--- config.mk ---
export PLATFORM = sky130hd
export DESIGN_NAME = calendar_snapshot_advance
export DESIGN_NICKNAME = d
export VERILOG_FILES = /design/src/hw/rtl/csa_pkg.sv /design/src/hw/rtl/csa_leap.sv /design/src/hw/rtl/csa_advance.sv /design/src/hw/rtl/calendar_snapshot_advance.sv
export SDC_FILE = /design/constraint.sdc
export NUM_CORES = 1
export LEC_CHECK = 0
export BUFFER_PORTS_ARGS = -buffer_cell sky130_fd_sc_hd__buf_2
export CORE_MARGIN = 4
export CORE_UTILIZATION = 40
export DETAILED_ROUTE_END_ITERATION = 8
export PLACE_DENSITY = 0.61
export SKIP_LAST_GASP = 1
export SYNTH_ARGS = -nofsm -noshare
export SYNTH_HDL_FRONTEND = slang
export SYNTH_HIERARCHICAL = 1
export SYNTH_SLANG_ARGS = --single-unit
--- constraint.sdc ---
create_clock -name clock -period 9 [get_ports clock]
set_clock_uncertainty 0.05 [all_clocks]
set_input_delay 0 -clock clock [delete_from_list [all_inputs] [get_ports clock]]
set_output_delay 0 -clock clock [all_outputs]
set_load 0.01 [all_outputs]
--- src/hw/rtl/csa_pkg.sv ---
`timescale 1ns / 1ps
`default_nettype none
// ----------------------------------------------------------------------------
// csa_pkg: shared types and constants for the calendar snapshot block
// Item formats for both channels, the packed snapshot date and the
// month-length table.
// ----------------------------------------------------------------------------
package csa_pkg;

   localparam logic FUNC_STORE = 1'b0;
   localparam logic FUNC_QUERY = 1'b1;

   localparam int unsigned SECS_PER_MIN    = 60;
   localparam int unsigned MINS_PER_HOUR   = 60;
   localparam int unsigned HOURS_PER_DAY   = 24;
   localparam int unsigned DAYS_PER_WEEK   = 7;
   localparam int unsigned MONTHS_PER_YEAR = 12;
   localparam int unsigned MAX_ELAPSED     = 60;
   localparam int unsigned YEAR_BASE       = 1900;
   localparam int unsigned MONTH_FEB       = 1;

   localparam logic [4:0] MONTH_DAYS [0:11] = '{
      5'd31, 5'd28, 5'd31, 5'd30, 5'd31, 5'd30,
      5'd31, 5'd31, 5'd30, 5'd31, 5'd30, 5'd31
   };

   typedef struct packed {
      logic        func;
      logic        slot;
      logic [47:0] now_seconds;
      logic [47:0] snap_seconds;
      logic [5:0]  second;
      logic [5:0]  minute;
      logic [4:0]  hour;
      logic [2:0]  weekday;
      logic [4:0]  day_of_month;
      logic [3:0]  month;
      logic [17:0] year;
      logic        dst;
   } req_type;

   typedef struct packed {
      logic [5:0]  res_second;
      logic [5:0]  res_minute;
      logic [4:0]  res_hour;
      logic [2:0]  res_weekday;
      logic [4:0]  res_day;
      logic [3:0]  res_month;
      logic [17:0] res_year;
      logic        res_dst;
   } rsp_type;

   typedef struct packed {
      logic [17:0] year;
      logic        dst;
      logic [3:0]  month;
      logic [4:0]  day;
      logic [2:0]  weekday;
      logic [4:0]  hour;
      logic [5:0]  minute;
      logic [5:0]  second;
   } date_type;

   // Length of a month; codes past December count 31 days.
   function automatic logic [4:0] days_in(input logic [3:0] month, input logic leap);
      logic [4:0] days;
      if (month >= 4'(MONTHS_PER_YEAR)) begin
         days = 5'd31;
      end else if (month == 4'(MONTH_FEB) && leap) begin
         days = 5'd29;
      end else begin
         days = MONTH_DAYS[month];
      end
      return days;
   endfunction

endpackage
`default_nettype wire

--- src/hw/rtl/csa_leap.sv ---
`timescale 1ns / 1ps
`default_nettype none
// ----------------------------------------------------------------------------
// csa_leap: Gregorian leap-year test
// Tests year+1900 for leap; divisibility by 25 through one multiply by a
// scaled reciprocal, divisibility by 4 and 16 from the low bits.
// ----------------------------------------------------------------------------
module csa_leap
   import csa_pkg::*;
(
   input  wire logic [17:0] year,
   output logic             leap
);

   localparam int unsigned FRAC_W = 26;
   localparam int unsigned RECIP  = ((2 ** FRAC_W) + 24) / 25;
   localparam int unsigned RECIP_W = $clog2(RECIP + 1);

   logic [18:0]                 full_year;
   logic [19+RECIP_W-1:0]       prod;
   logic                        div25;

   always_comb begin
      full_year = {1'b0, year} + 19'(YEAR_BASE);
      prod      = (19+RECIP_W)'(full_year) * (19+RECIP_W)'(RECIP);
      // a multiple of 25 leaves a fraction below the reciprocal
      div25     = prod[FRAC_W-1:0] < FRAC_W'(RECIP);
      leap      = (full_year[1:0] == 2'd0) && (!div25 || (full_year[3:0] == 4'd0));
   end

endmodule
`default_nettype wire

--- src/hw/rtl/csa_advance.sv ---
`timescale 1ns / 1ps
`default_nettype none
// ----------------------------------------------------------------------------
// csa_advance: advance a snapshot date by the elapsed seconds
// Clamps now minus snapshot time to 0..60, so at most one carry runs from
// seconds up through the year.
// ----------------------------------------------------------------------------
module csa_advance
   import csa_pkg::*;
(
   input  wire logic [47:0] now_seconds,
   input  wire logic [47:0] snap_seconds,
   input  wire date_type    date,
   input  wire logic        leap,
   output rsp_type          result
);

   logic [48:0] diff;
   logic [5:0]  elapsed;
   logic [6:0]  sec_sum;
   logic [6:0]  min_inc;
   logic [5:0]  hour_inc;
   logic [3:0]  wd_inc;
   logic [5:0]  day_inc;
   logic [4:0]  mon_inc;
   logic        c_min;
   logic        c_hour;
   logic        c_day;
   logic        c_month;
   logic        c_year;

   always_comb begin
      diff = {1'b0, now_seconds} - {1'b0, snap_seconds};
      if (diff[48] || diff[47:0] == 48'd0) begin
         elapsed = 6'd0;
      end else if (diff[47:0] > 48'(MAX_ELAPSED)) begin
         elapsed = 6'(MAX_ELAPSED);
      end else begin
         elapsed = diff[5:0];
      end

      result         = '0;
      result.res_dst = date.dst;

      // seconds: an out-of-range second carries on the first tick
      sec_sum = {1'b0, date.second} + {1'b0, elapsed};
      c_min   = 1'b0;
      if (elapsed == 6'd0) begin
         result.res_second = date.second;
      end else if (date.second >= 6'(SECS_PER_MIN)) begin
         result.res_second = elapsed - 6'd1;
         c_min             = 1'b1;
      end else if (sec_sum >= 7'(SECS_PER_MIN)) begin
         result.res_second = 6'(sec_sum - 7'(SECS_PER_MIN));
         c_min             = 1'b1;
      end else begin
         result.res_second = sec_sum[5:0];
      end

      min_inc           = {1'b0, date.minute} + 7'd1;
      c_hour            = c_min && (min_inc >= 7'(MINS_PER_HOUR));
      result.res_minute = !c_min ? date.minute : (c_hour ? 6'd0 : min_inc[5:0]);

      hour_inc        = {1'b0, date.hour} + 6'd1;
      c_day           = c_hour && (hour_inc >= 6'(HOURS_PER_DAY));
      result.res_hour = !c_hour ? date.hour : (c_day ? 5'd0 : hour_inc[4:0]);

      wd_inc = {1'b0, date.weekday} + 4'd1;
      if (!c_day) begin
         result.res_weekday = date.weekday;
      end else if (wd_inc >= 4'(DAYS_PER_WEEK)) begin
         result.res_weekday = 3'd0;
      end else begin
         result.res_weekday = wd_inc[2:0];
      end

      day_inc        = {1'b0, date.day} + 6'd1;
      c_month        = c_day && (day_inc > {1'b0, days_in(date.month, leap)});
      result.res_day = !c_day ? date.day : (c_month ? 5'd1 : day_inc[4:0]);

      mon_inc          = {1'b0, date.month} + 5'd1;
      c_year           = c_month && (mon_inc >= 5'(MONTHS_PER_YEAR));
      result.res_month = !c_month ? date.month : (c_year ? 4'd0 : mon_inc[3:0]);

      result.res_year = c_year ? date.year + 18'd1 : date.year;
   end

endmodule
`default_nettype wire

--- src/hw/rtl/calendar_snapshot_advance.sv ---
`timescale 1ns / 1ps
`default_nettype none
// ----------------------------------------------------------------------------
// calendar_snapshot_advance: calendar snapshot store and advance
// Keeps per-slot snapshots of epoch seconds and broken-down date; a query
// returns the snapshot date moved forward by the clamped elapsed time.
// ----------------------------------------------------------------------------
//   channel  direction  ports                            item
//   req      in         req_valid req_stall req_data     store or query
//   rsp      out        rsp_valid rsp_stall rsp_data     advanced date (query only)
//
// One item per cycle while the result is not stalled: an item is accepted into the
// input register, then a query loads the result register, which drives rsp_valid.
// A store writes its slot and the leap flag of its year as it leaves the
// input register, and gives no result. Reset clears all slots to zero.
// A stalled result holds a waiting query in the input register; stores pass.
// ----------------------------------------------------------------------------
module calendar_snapshot_advance
   import csa_pkg::*;
#(
   parameter int NUM_SLOTS = 2
)(
   input  wire logic    clock,
   input  wire logic    reset,
   input  wire logic    req_valid,
   output logic         req_stall,
   input  wire req_type req_data,
   output logic         rsp_valid,
   input  wire logic    rsp_stall,
   output rsp_type      rsp_data
);

   localparam int IDX_W = (NUM_SLOTS > 1) ? $clog2(NUM_SLOTS) : 1;

   req_type            in_ff;
   logic               in_valid_ff;
   logic               in_valid_in;
   rsp_type            rsp_ff;
   logic               rsp_valid_ff;
   logic               rsp_valid_in;
   logic [47:0]        secs_ff [NUM_SLOTS];
   date_type           date_ff [NUM_SLOTS];
   logic [NUM_SLOTS-1:0] leap_ff;

   logic               req_take;
   logic               rsp_take;
   logic               in_move;
   logic               is_query;
   logic [IDX_W-1:0]   idx;
   logic               store_leap;
   date_type           store_date;
   rsp_type            adv_result;

   always_comb begin
      is_query  = (in_ff.func == FUNC_QUERY);
      idx       = (NUM_SLOTS > 1) ? IDX_W'(in_ff.slot) : '0;
      rsp_take  = rsp_valid_ff && !rsp_stall;
      in_move   = in_valid_ff && (!is_query || !rsp_valid_ff || !rsp_stall);
      req_stall = in_valid_ff && !in_move;
      req_take  = req_valid && !req_stall;

      if (req_take) begin
         in_valid_in = 1'b1;
      end else if (in_move) begin
         in_valid_in = 1'b0;
      end else begin
         in_valid_in = in_valid_ff;
      end

      if (in_move && is_query) begin
         rsp_valid_in = 1'b1;
      end else if (rsp_take) begin
         rsp_valid_in = 1'b0;
      end else begin
         rsp_valid_in = rsp_valid_ff;
      end

      store_date.second  = in_ff.second;
      store_date.minute  = in_ff.minute;
      store_date.hour    = in_ff.hour;
      store_date.weekday = in_ff.weekday;
      store_date.day     = in_ff.day_of_month;
      store_date.month   = in_ff.month;
      store_date.dst     = in_ff.dst;
      store_date.year    = in_ff.year;
   end

   csa_leap u_leap (
      .year (in_ff.year),
      .leap (store_leap)
   );

   csa_advance u_advance (
      .now_seconds  (in_ff.now_seconds),
      .snap_seconds (secs_ff[idx]),
      .date         (date_ff[idx]),
      .leap         (leap_ff[idx]),
      .result       (adv_result)
   );

   always_ff @(posedge clock) begin
      if (reset) begin
         in_valid_ff  <= 1'b0;
         rsp_valid_ff <= 1'b0;
      end else begin
         in_valid_ff  <= in_valid_in;
         rsp_valid_ff <= rsp_valid_in;
      end
   end

   always_ff @(posedge clock) begin
      if (req_take) begin
         in_ff <= req_data;
      end
      if (in_move && is_query) begin
         rsp_ff <= adv_result;
      end
   end

   // snapshot store: written by store items as they leave the input register
   always_ff @(posedge clock) begin
      if (reset) begin
         for (int i = 0; i < NUM_SLOTS; i++) begin
            secs_ff[i] <= '0;
            date_ff[i] <= '0;
         end
         leap_ff <= '0;
      end else if (in_move && !is_query) begin
         secs_ff[idx] <= in_ff.snap_seconds;
         date_ff[idx] <= store_date;
         leap_ff[idx] <= store_leap;
      end
   end

   assign rsp_valid = rsp_valid_ff;
   assign rsp_data  = rsp_ff;

endmodule
`default_nettype wire
=== After elaboration in Yosys (flattened, before gate mapping) ===
Memory sizes are Yosys's and may differ from the RTL's. A register that Yosys moved wholly into a read port is not among the register bits.
Cells that the tools add are included.

* Logic and storage cells: 129
* Memory bits (read-only): 80
* Bits of input ports: 150
* Memory bits (writable): 192
* Output and inout bits: 50
* Bits in latches: 0
* Memories: 3
* Register bits: 198

{| class="wikitable"
|+ Memories
! name !! words !! width !! rd ports !! clocked after memory_dff !! write ports !! line !! text
|-
| date_ff || 2 || 48 || 1 || 1 || 2 || calendar_snapshot_advance.sv:42 || <nowiki>date_type date_ff [NUM_SLOTS];</nowiki>
|-
| secs_ff || 2 || 48 || 1 || 1 || 2 || calendar_snapshot_advance.sv:41 || <nowiki>logic [47:0] secs_ff [NUM_SLOTS];</nowiki>
|-
| (no name shown) || 16 || 5 || 1 || 0 || 0 || csa_pkg.sv:72 || <nowiki>days = MONTH_DAYS[month];</nowiki>
|}

* Bitwise logic cells: 1
* $mul: 1
* Equal/unequal tests: 1
* Divide/modulo/power cells: 0
* Reductions and logical operators: 31
* Mux-type cells: 45
* $lt $le $gt $ge: 13
* Shift operators: 0
* Add/sub/neg operators: 11

{| class="wikitable"
|+ Operators with widths
! cell !! number
|-
| $mux W48 || 2
|-
| $reduce_or A48 Y1 || 2
|-
| $sub A48 B48 Y49 || 1
|-
| $gt A48 B6 Y1 const B || 1
|-
| $logic_not A48 Y1 || 1
|-
| $mux W6 || 7
|-
| $mux W5 || 8
|-
| $lt A26 B22 Y1 const B || 1
|-
| $mul A19 B22 Y26 const B || 1
|-
| $mux W1 || 21
|-
| $add A18 B11 Y19 const B || 1
|-
| $add A18 B1 Y18 const B || 1
|-
| $mux W18 || 1
|-
| $ge A7 B6 Y1 const B || 2
|-
| $logic_and A1 B1 Y1 || 13
|-
| $add A5 B1 Y6 const B || 2
|-
| $mux W4 || 2
|-
| $add A6 B1 Y7 const B || 1
|-
| $add A6 B6 Y7 || 1
|-
| $ge A6 B5 Y1 const B || 1
|-
| $ge A6 B6 Y1 const B || 1
|-
| $gt A6 B5 Y1 || 1
|-
| $logic_not A1 Y1 || 6
|-
| $logic_not A6 Y1 || 1
|-
| 19 further kinds || 24
|}

=== Depth between registers and ports, before layout ===
Gate-level depths: netlist of run 1.

* Word-level depth: 15
* Depth in mapped cells: 33

=== Cells and area by module ===
Netlist of run 1, hierarchy kept.

{| class="wikitable"
|+ Modules (own cells, without submodules)
! module !! instances !! seq. area each (µm²) !! cells each !! area each (µm²)
|-
| calendar_snapshot_advance || 1 || 11691.2 || 732 || 14318.7
|-
| csa_advance || 1 || 0.0 || 900 || 5670.4
|-
| csa_leap || 1 || 0.0 || 608 || 5413.9
|}

=== Least setup slack after synthesis of run 1 ===
No wires, ideal clock.

* Kind: reg2reg
* From: register with a tool-made name
* To: register rsp_ff, in the netlist rsp_data[5], data pin
* Buffers on the path: 3
* Data arrival time: 6884 ps
* Slack: 1809 ps
* Required time: 8692 ps
* Stages on the path, launching flop included: 32
* Path through: dfxtp_1 -> buf_2 -> buf_2 -> mux2_2 -> ha_1 -> fa_1 -> nand2b_1 -> a21oi_2 -> o21ai_1 -> a2111oi_0 -> nor3_1 -> mux2i_1 -> a211oi_1 -> o2111a_1 -> and4_1 -> nand3_1 -> or3_1 -> inv_2 -> ha_1 -> a21o_1 -> a21oi_1 -> xnor2_1 -> ha_1 -> nor3b_1 -> o211ai_1 -> and2_1 -> and2_1 -> a211o_1 -> a31oi_2 -> buf_2 -> nand3_1 -> xnor2_1

{| class="wikitable"
|+ RTL lines
! what !! line !! text
|-
| end signal, assigned || calendar_snapshot_advance.sv:116 || <nowiki>rsp_ff <= adv_result;</nowiki>
|-
| end, declared || calendar_snapshot_advance.sv:38 || <nowiki>rsp_type rsp_ff;</nowiki>
|}

==> run metrics, run 1 <==
GRT Util Overall between 20% and 30%; sum of routed wire length over all layers just under 70 mm; multiplexer share of the synthesized area 5.30%; unrepaired setup endpoints after global routing no; largest family of logic cells by synthesized area adder cells; count of max-cap constraint violations 0; area of the core region roughly 0.063 mm2; Sinks on Clock Net between 300 and 400; number of placed I/O pins 200; number of distinct library cell variants in the gate-level netlist after synthesis 97; number of global-route vias before repair around 19k; area overhead of the layout relative to synthesis 18.4%; Clock Tree Root sky130_fd_sc_hd__clkbuf_16; fraction of registers with async set or reset after synthesis 0%; cts repair resizes 0; Post-DP HPWL 50.3 mm; biggest area contributors in the synthesized netlist sky130_fd_sc_hd__edfxtp_1 (46%), sky130_fd_sc_hd__ha_1 (9.1%), sky130_fd_sc_hd__fa_1 (7.8%); average cell area after synthesis 11.3 um2; share of the synthesized area in the top cell type 45.6%; number of antenna violations at the first check in global routing 3; count of flip-flops with a built-in enable after synthesis 386; count of nets after finishing around 3k; clock latency reported for the late side of the worst-skew pair 0.59 ns; vias after detailed routing between 15k and 20k; number of placed instances, taps included ~3.2k; leading register cell type out of synthesis sky130_fd_sc_hd__edfxtp_1; metal1 wirelength approximately 29 mm; Max H-tree Level 2; overall die area 0.0676 mm2; area leader, netlist sky130_fd_sc_hd__edfxtp_1; final number of hold-violating endpoints 0; average routed wire per standard cell 19.7 um; endpoint kind of the worst setup timing path flop; CTS tree built; library cell appearing most often on the critical path sky130_fd_sc_hd__ha_1; post-synthesis xor/xnor area fraction ~3.2%; area fraction in compound gates after synthesis ~9.1%; crit-path max FO 35; Via-to-Cell Ratio 5.18; initial core utilization 40.3%; max-slew violations 0; max-slew headroom at the worst pin between 20% and 30%; CP Launch Type flop; register clock-pin slew on the reported worst setup and hold paths 0.06 ns; final worst-path setup slack 0.815 ns; ratio of cells with drive above 1 in the final layout between 10% and 20%; post-route non-filler standard cell count ~3.5k; final count of negative-setup-slack endpoints 0; Routability Congestion 0.938; first drt pass iteration count 6; total of fill cells in the finished design 5,708; post-synthesis share of cell area spent on full adders, half adders and majority gates between 10% and 20%; static power due to leakage approximately 0.013 uW; crit-path max cell delay a little under 0.7 ns; critical path data required time between 9 and 10 ns; ratio of total power to cell area about 320 mW/mm2; GR Overflow Total 0; ranking of synthesized cells by instance count sky130_fd_sc_hd__edfxtp_1 (386), sky130_fd_sc_hd__inv_1 (303), sky130_fd_sc_hd__and2_1 (208); die width about 260 um; Yosys warning count 6; placement row count 92; Worst IR Drop VDD between 0.9 and 1 mV; most frequent cell after synthesis sky130_fd_sc_hd__edfxtp_1; post-layout minimum cycle time between 8 and 9 ns; maximum number of pins on one net before global-route repair between 90 and 100; Seq. cell area between 0.01 and 0.015 mm2; Achievable Freq approximately 0.12 GHz; number of flip-flops and latches in the synthesized netlist 391; Total Neg Setup Slack 0 ns; Final ANT Viol Nets 0; Port Buffer Count between 150 and 200; critical setup path kind reg2reg; status finished, final reports clean; Worst Tran Pin Value ~1.2 ns; number of instances in the synthesized netlist approximately 2.2k; Hold Path Origin req_data[36]; Setup Slack @ Placement roughly 0.82 ns; synthesized net count roughly 2.7k; proportion of synthesized chip area in sequential cells between 40% and 50%; CTS max path bufs 3; share of the clock period used by the worst path between 90% and 100%; post-synthesis share of cell area spent on and, or, nand and nor gates around 14%; Detail Route met3 WL between 3 and 4 mm; area of combinational cells with multiple inputs about 0.012 mm2; Chip Height 260 um; number of DRC violations after detailed routing 0; Num CTS Buffers between 40 and 50; Highest Signal Layer met5; Iteration-0 DRC Markers ~1.5k; cell with the largest stage delay on the worst path sky130_fd_sc_hd__a2111oi_0; Critical Path AT around 8.5 ns; global-route wire length before repair around 110 mm; post-route standard cell area excluding fillers about 0.030 mm2; combined area of all synthesized cells ~0.025 mm2; path category of the worst min-delay check in2reg; instance area at placement 0.0272 mm2; met2 WL about 34 mm
[logic make-up (layout without fill, tap and decap cells)]
| group | after synthesis | after routing |
|---|---|---|
| compound gates | 346 | 346 |
| fa+ha+maj | 284 | 284 |
| simple gates | 625 | 625 |
| other cells | 0 | 2 |
| buf+inv | 381 | 749 |
| flops | 391 | 391 |
| xor+xnor | 92 | 92 |
| mux | 121 | 121 |
[flip-flops by register name (all words and copies together), names as in the netlist, named ones only]
| signal | count |
|---|---|
| in_ff | 144 |
| date_ff | 96 |
| secs_ff | 96 |
| rsp_data | 48 |
| leap_ff | 2 |
| idx | 1 |
| in_valid_ff | 1 |
| is_query | 1 |
| rsp_valid | 1 |
[cell type report]
class,count,share of cell area [%]
Sequential cell,391,38.9
Clock inverter,23,0.591
Tap cell,846,3.52
Inverter,304,3.79
Antenna cell,2,0.0166
Multi-Input combinational cell,1468,40.6
Timing Repair Buffer,365,8.71
Clock buffer,57,3.89
[worst max-delay path: cells and delay by family, from the launching register on]
family,cells,cell delay [ns]
AOI/OAI and AO/OA,10,2.52
xor gates and xnor gates,1,0.19
adders and majority gates,4,1.04
buffers and inverters,2,0.43
DFF,1,0.68
muxes,3,0.89
and+or+nand+nor,9,2.07
[power by group]
part / internal, uW / switching [uW]
sequential: 2110 / 48.8
clock: 936 / 754
combinational: 2400 / 3280
[path summary, 6_finish.rpt]
kind	to	slack [ns]	depth (start not counted)
max	rsp_data[2]$_DFFE_PP_	0.82	29
min	in_ff[36]$_DFFE_PP_	0.07	2
max reg2reg	rsp_data[2]$_DFFE_PP_	0.82	29
min reg2reg	leap_ff[0]$_SDFFE_PP0P_	0.44	2
[cell usage in the layout, fill, tap and decap left out, types with 17 or more instances in the layout]
cell type,netlist,layout
sky130_fd_sc_hd__a21o_1,22,22
sky130_fd_sc_hd__o21ai_0,51,51
sky130_fd_sc_hd__and3_1,23,23
sky130_fd_sc_hd__o21ai_1,30,30
sky130_fd_sc_hd__ha_1,185,185
sky130_fd_sc_hd__nor3_1,29,29
sky130_fd_sc_hd__a21oi_1,102,101
sky130_fd_sc_hd__edfxtp_1,386,386
sky130_fd_sc_hd__buf_2,17,199
sky130_fd_sc_hd__xor2_1,31,31
sky130_fd_sc_hd__fa_1,99,99
sky130_fd_sc_hd__nor2_1,84,84
sky130_fd_sc_hd__clkbuf_16,0,45
sky130_fd_sc_hd__nand3_1,34,34
sky130_fd_sc_hd__o31ai_1,17,17
sky130_fd_sc_hd__mux2_2,102,102
sky130_fd_sc_hd__nand2_1,111,111
sky130_fd_sc_hd__and2_1,208,207
sky130_fd_sc_hd__inv_1,303,303
sky130_fd_sc_hd__dlygate4sd3_1,0,151
sky130_fd_sc_hd__xnor2_1,61,61
sky130_fd_sc_hd__nand4_1,48,48
[timing repair]
| item | 4_1_cts | 5_1_grt |
|---|---|---|
| buffers inserted | 0 | 0 |
| hold buffers | 151 | 0 |
| endpoints found under the hold margin | 151 | 0 |
[routing by layer]
layer,global-route usage [%],up-vias
met1,25.6,8736
met5,0,-
li1,-,8553
met2,34.9,481
met3,3.12,117
met4,6.52,4
[per-stage QoR]
step	hold slack, ns	util (%)	total power [uW]
2_1_floorplan	0.0191	-	6400
3_5_place_dp	0.128	43.2	7760
3_3_place_gp	0.126	43.2	7550
5_1_grt	0.0505	47.8	10400
6_report	0.0680	47.8	9530
4_1_cts	0.0248	47.8	9550
Power figures use the tool's default switching activity.
==> run 2, diff against run 1 <==
- CORE_MARGIN: 4 -> 1.5
==> run 2 against run 1 <==
  * Via count increased by 0.41%
  * Final cell count increased by 0.14%
  * Fmax decreased by 2.0%
  * Routed wire length decreased by 0.38%
  * Power increased by 1.6%
  * Critical path depth unchanged
==> run metrics, run 2 (synthesis results as in run 1) <==
status finished, final reports clean; flip-flop count of the largest register after layout 144 (unchanged); endpoint kind of the worst setup timing path flop; GRT Util Overall 20.7% (+0.71 points); average routed wire per standard cell 19.6 um (-0.53%); cell with the largest stage delay on the worst path sky130_fd_sc_hd__dfxtp_4; max-slew violations 0 (unchanged); Sinks on Clock Net 391 (unchanged); Post-DP HPWL 50.7 mm (+0.61%); post-layout minimum cycle time 8.35 ns (+0.164 ns); crit-path max FO 39 (+11%); critical setup path kind reg2reg; Achievable Freq 0.120 GHz (-2.0%); Num CTS Buffers 45 (unchanged); clock latency reported for the late side of the worst-skew pair 0.60 ns (about the same); final worst-path setup slack 0.651 ns (-0.164 ns); share of the clock period used by the worst path 92.8% (+1.8 points); CP Launch Type flop; count of max-cap constraint violations 0 (unchanged); most common cell after layout, fill and taps aside sky130_fd_sc_hd__edfxtp_1; register clock-pin slew on the reported worst setup and hold paths 0.07 ns (about the same); Max H-tree Level 2 (unchanged); number of antenna violations at the first check in global routing 4 (+1); Port Buffer Count 199 (unchanged); max-slew headroom at the worst pin 34.6% (+12 points); number of DRC violations after detailed routing 0 (unchanged); area overhead of the layout relative to synthesis 19.0%; critical path data required time 9.28 ns (about the same); die width 255 um (-1.9%); commonest non-fill, non-tap cells in the layout sky130_fd_sc_hd__edfxtp_1 (386), sky130_fd_sc_hd__inv_1 (303), sky130_fd_sc_hd__and2_1 (207); post-route standard cell area excluding fillers 0.0302 mm2 (+0.46%); CTS tree built; Iteration-0 DRC Markers 1,277 (-13%); Worst Tran Pin Value 0.982 ns (-0.186 ns); ratio of cells with drive above 1 in the final layout 16.2% (+0.36 points); registers with the most flip-flops in_ff (144), date_ff (96), secs_ff (96); path category of the worst min-delay check in2reg; first drt pass iteration count 8 (+2); Clock Tree Root sky130_fd_sc_hd__clkbuf_16; Routability Congestion 0.949 (+1.1%); GR Overflow Total 0 (unchanged); instance area at placement 0.0272 mm2 (about the same); number of global-route vias before repair 18.3k (-2.2%); Post-CTS Setup Inserts 0 (unchanged); ratio of total power to cell area 320 mW/mm2 (+1.1%); final count of negative-setup-slack endpoints 0 (unchanged); Chip Height 255 um (-1.9%); CTS max path bufs 3 (unchanged); overall die area 0.0650 mm2 (-3.8%); sum of routed wire length over all layers 67.8 mm (-0.38%); crit-path max cell delay 0.73 ns (+0.04 ns); placement row count 92 (unchanged); unrepaired setup endpoints after global routing no; number of placed I/O pins 200 (unchanged); Total Neg Setup Slack 0 ns (unchanged); Final Core Density 48.0% (+0.22 points); static power due to leakage 0.0126 uW (+0.56%); maximum number of pins on one net before global-route repair 59 (-39%); Hold Path Origin req_data[136]; Via-to-Cell Ratio 5.19 (+0.26%); area of the core region 0.0630 mm2 (unchanged); Setup Slack @ Placement 0.654 ns (-0.171 ns); vias after detailed routing 18.0k (+0.41%); count of nets after finishing 3,010 (+0.033%); number of placed instances, taps included 3,224 (+0.031%); initial core utilization 40.3% (unchanged); Final ANT Viol Nets 0 (unchanged); global-route wire length before repair 103 mm (-2.9%); final number of hold-violating endpoints 0 (unchanged); register with the highest flop count in_ff; Worst IR Drop VDD 0.905 mV (-3.5%); post-route non-filler standard cell count 3,461 (+0.14%); Critical Path AT 8.63 ns (+0.17 ns)
-- run 2: critical path: cells and delay by family, from the launching register on --
family / cells / cell delay (ns)
AO/OA/AOI/OAI: 11 / 2.74
XOR/XNOR: 1 / 0.20
adder cells (fa/ha/maj): 4 / 1.06
buffers and inverters: 2 / 0.44
flip-flops: 1 / 0.73
multiplexers: 2 / 0.73
AND/OR/NAND/NOR: 9 / 2.14
-- run 2: path summary, 6_finish.rpt --
kind	to	slack, ns	cells after the start
setup / recovery	rsp_data[2]$_DFFE_PP_	0.65	29
hold / removal	in_ff[136]$_DFFE_PP_	0.06	2
setup reg to reg	rsp_data[2]$_DFFE_PP_	0.65	29
hold reg to reg	leap_ff[1]$_SDFFE_PP0P_	0.45	2
-- run 2: metrics by stage --
stage,power (uW),hold slack [ns]
2_1_floorplan,6400,0.0191
3_3_place_gp,7500,0.126
3_5_place_dp,7770,0.128
4_1_cts,9690,0.0279
5_1_grt,10500,0.0397
6_report,9680,0.0573
-- run 2: final cells by class --
cell class | count | area, um2
diodes | 3 | 7.51
fillers | 5682 | 32700
repair buffers | 366 | 2630
multi-input cells | 1468 | 12200
clock buffers | 54 | 1190
inverters | 304 | 1140
clock inverters | 29 | 285
well taps | 846 | 1060
flip-flops and latches | 391 | 11700
-- run 2: metal layers --
metal,vias to the layer above,global-route usage (%),wire (um)
met1,8801,26.0,28800
met5,-,0,41
li1,8564,-,-
met3,120,2.87,2800
met2,473,36.9,34100
met4,6,6.42,2040
-- run 2: power breakdown --
group / total [uW] / switching (uW) / internal [uW] / leakage, uW
logic: 5690 / 3300 / 2390 / 0.00801
clock network: 1830 / 785 / 1050 / 0.000724
registers: 2160 / 47.2 / 2110 / 0.00391
total: 9680 / 4130 / 5540 / 0.0126
-- run 2: repair_timing --
| item | CTS | global route |
|---|---|---|
| hold buffers | 151 | 0 |
| gates resized for setup | 0 | 1 |
| setup endpoints to repair | 0 | 2 |
| hold endpoints to repair | 151 | 0 |
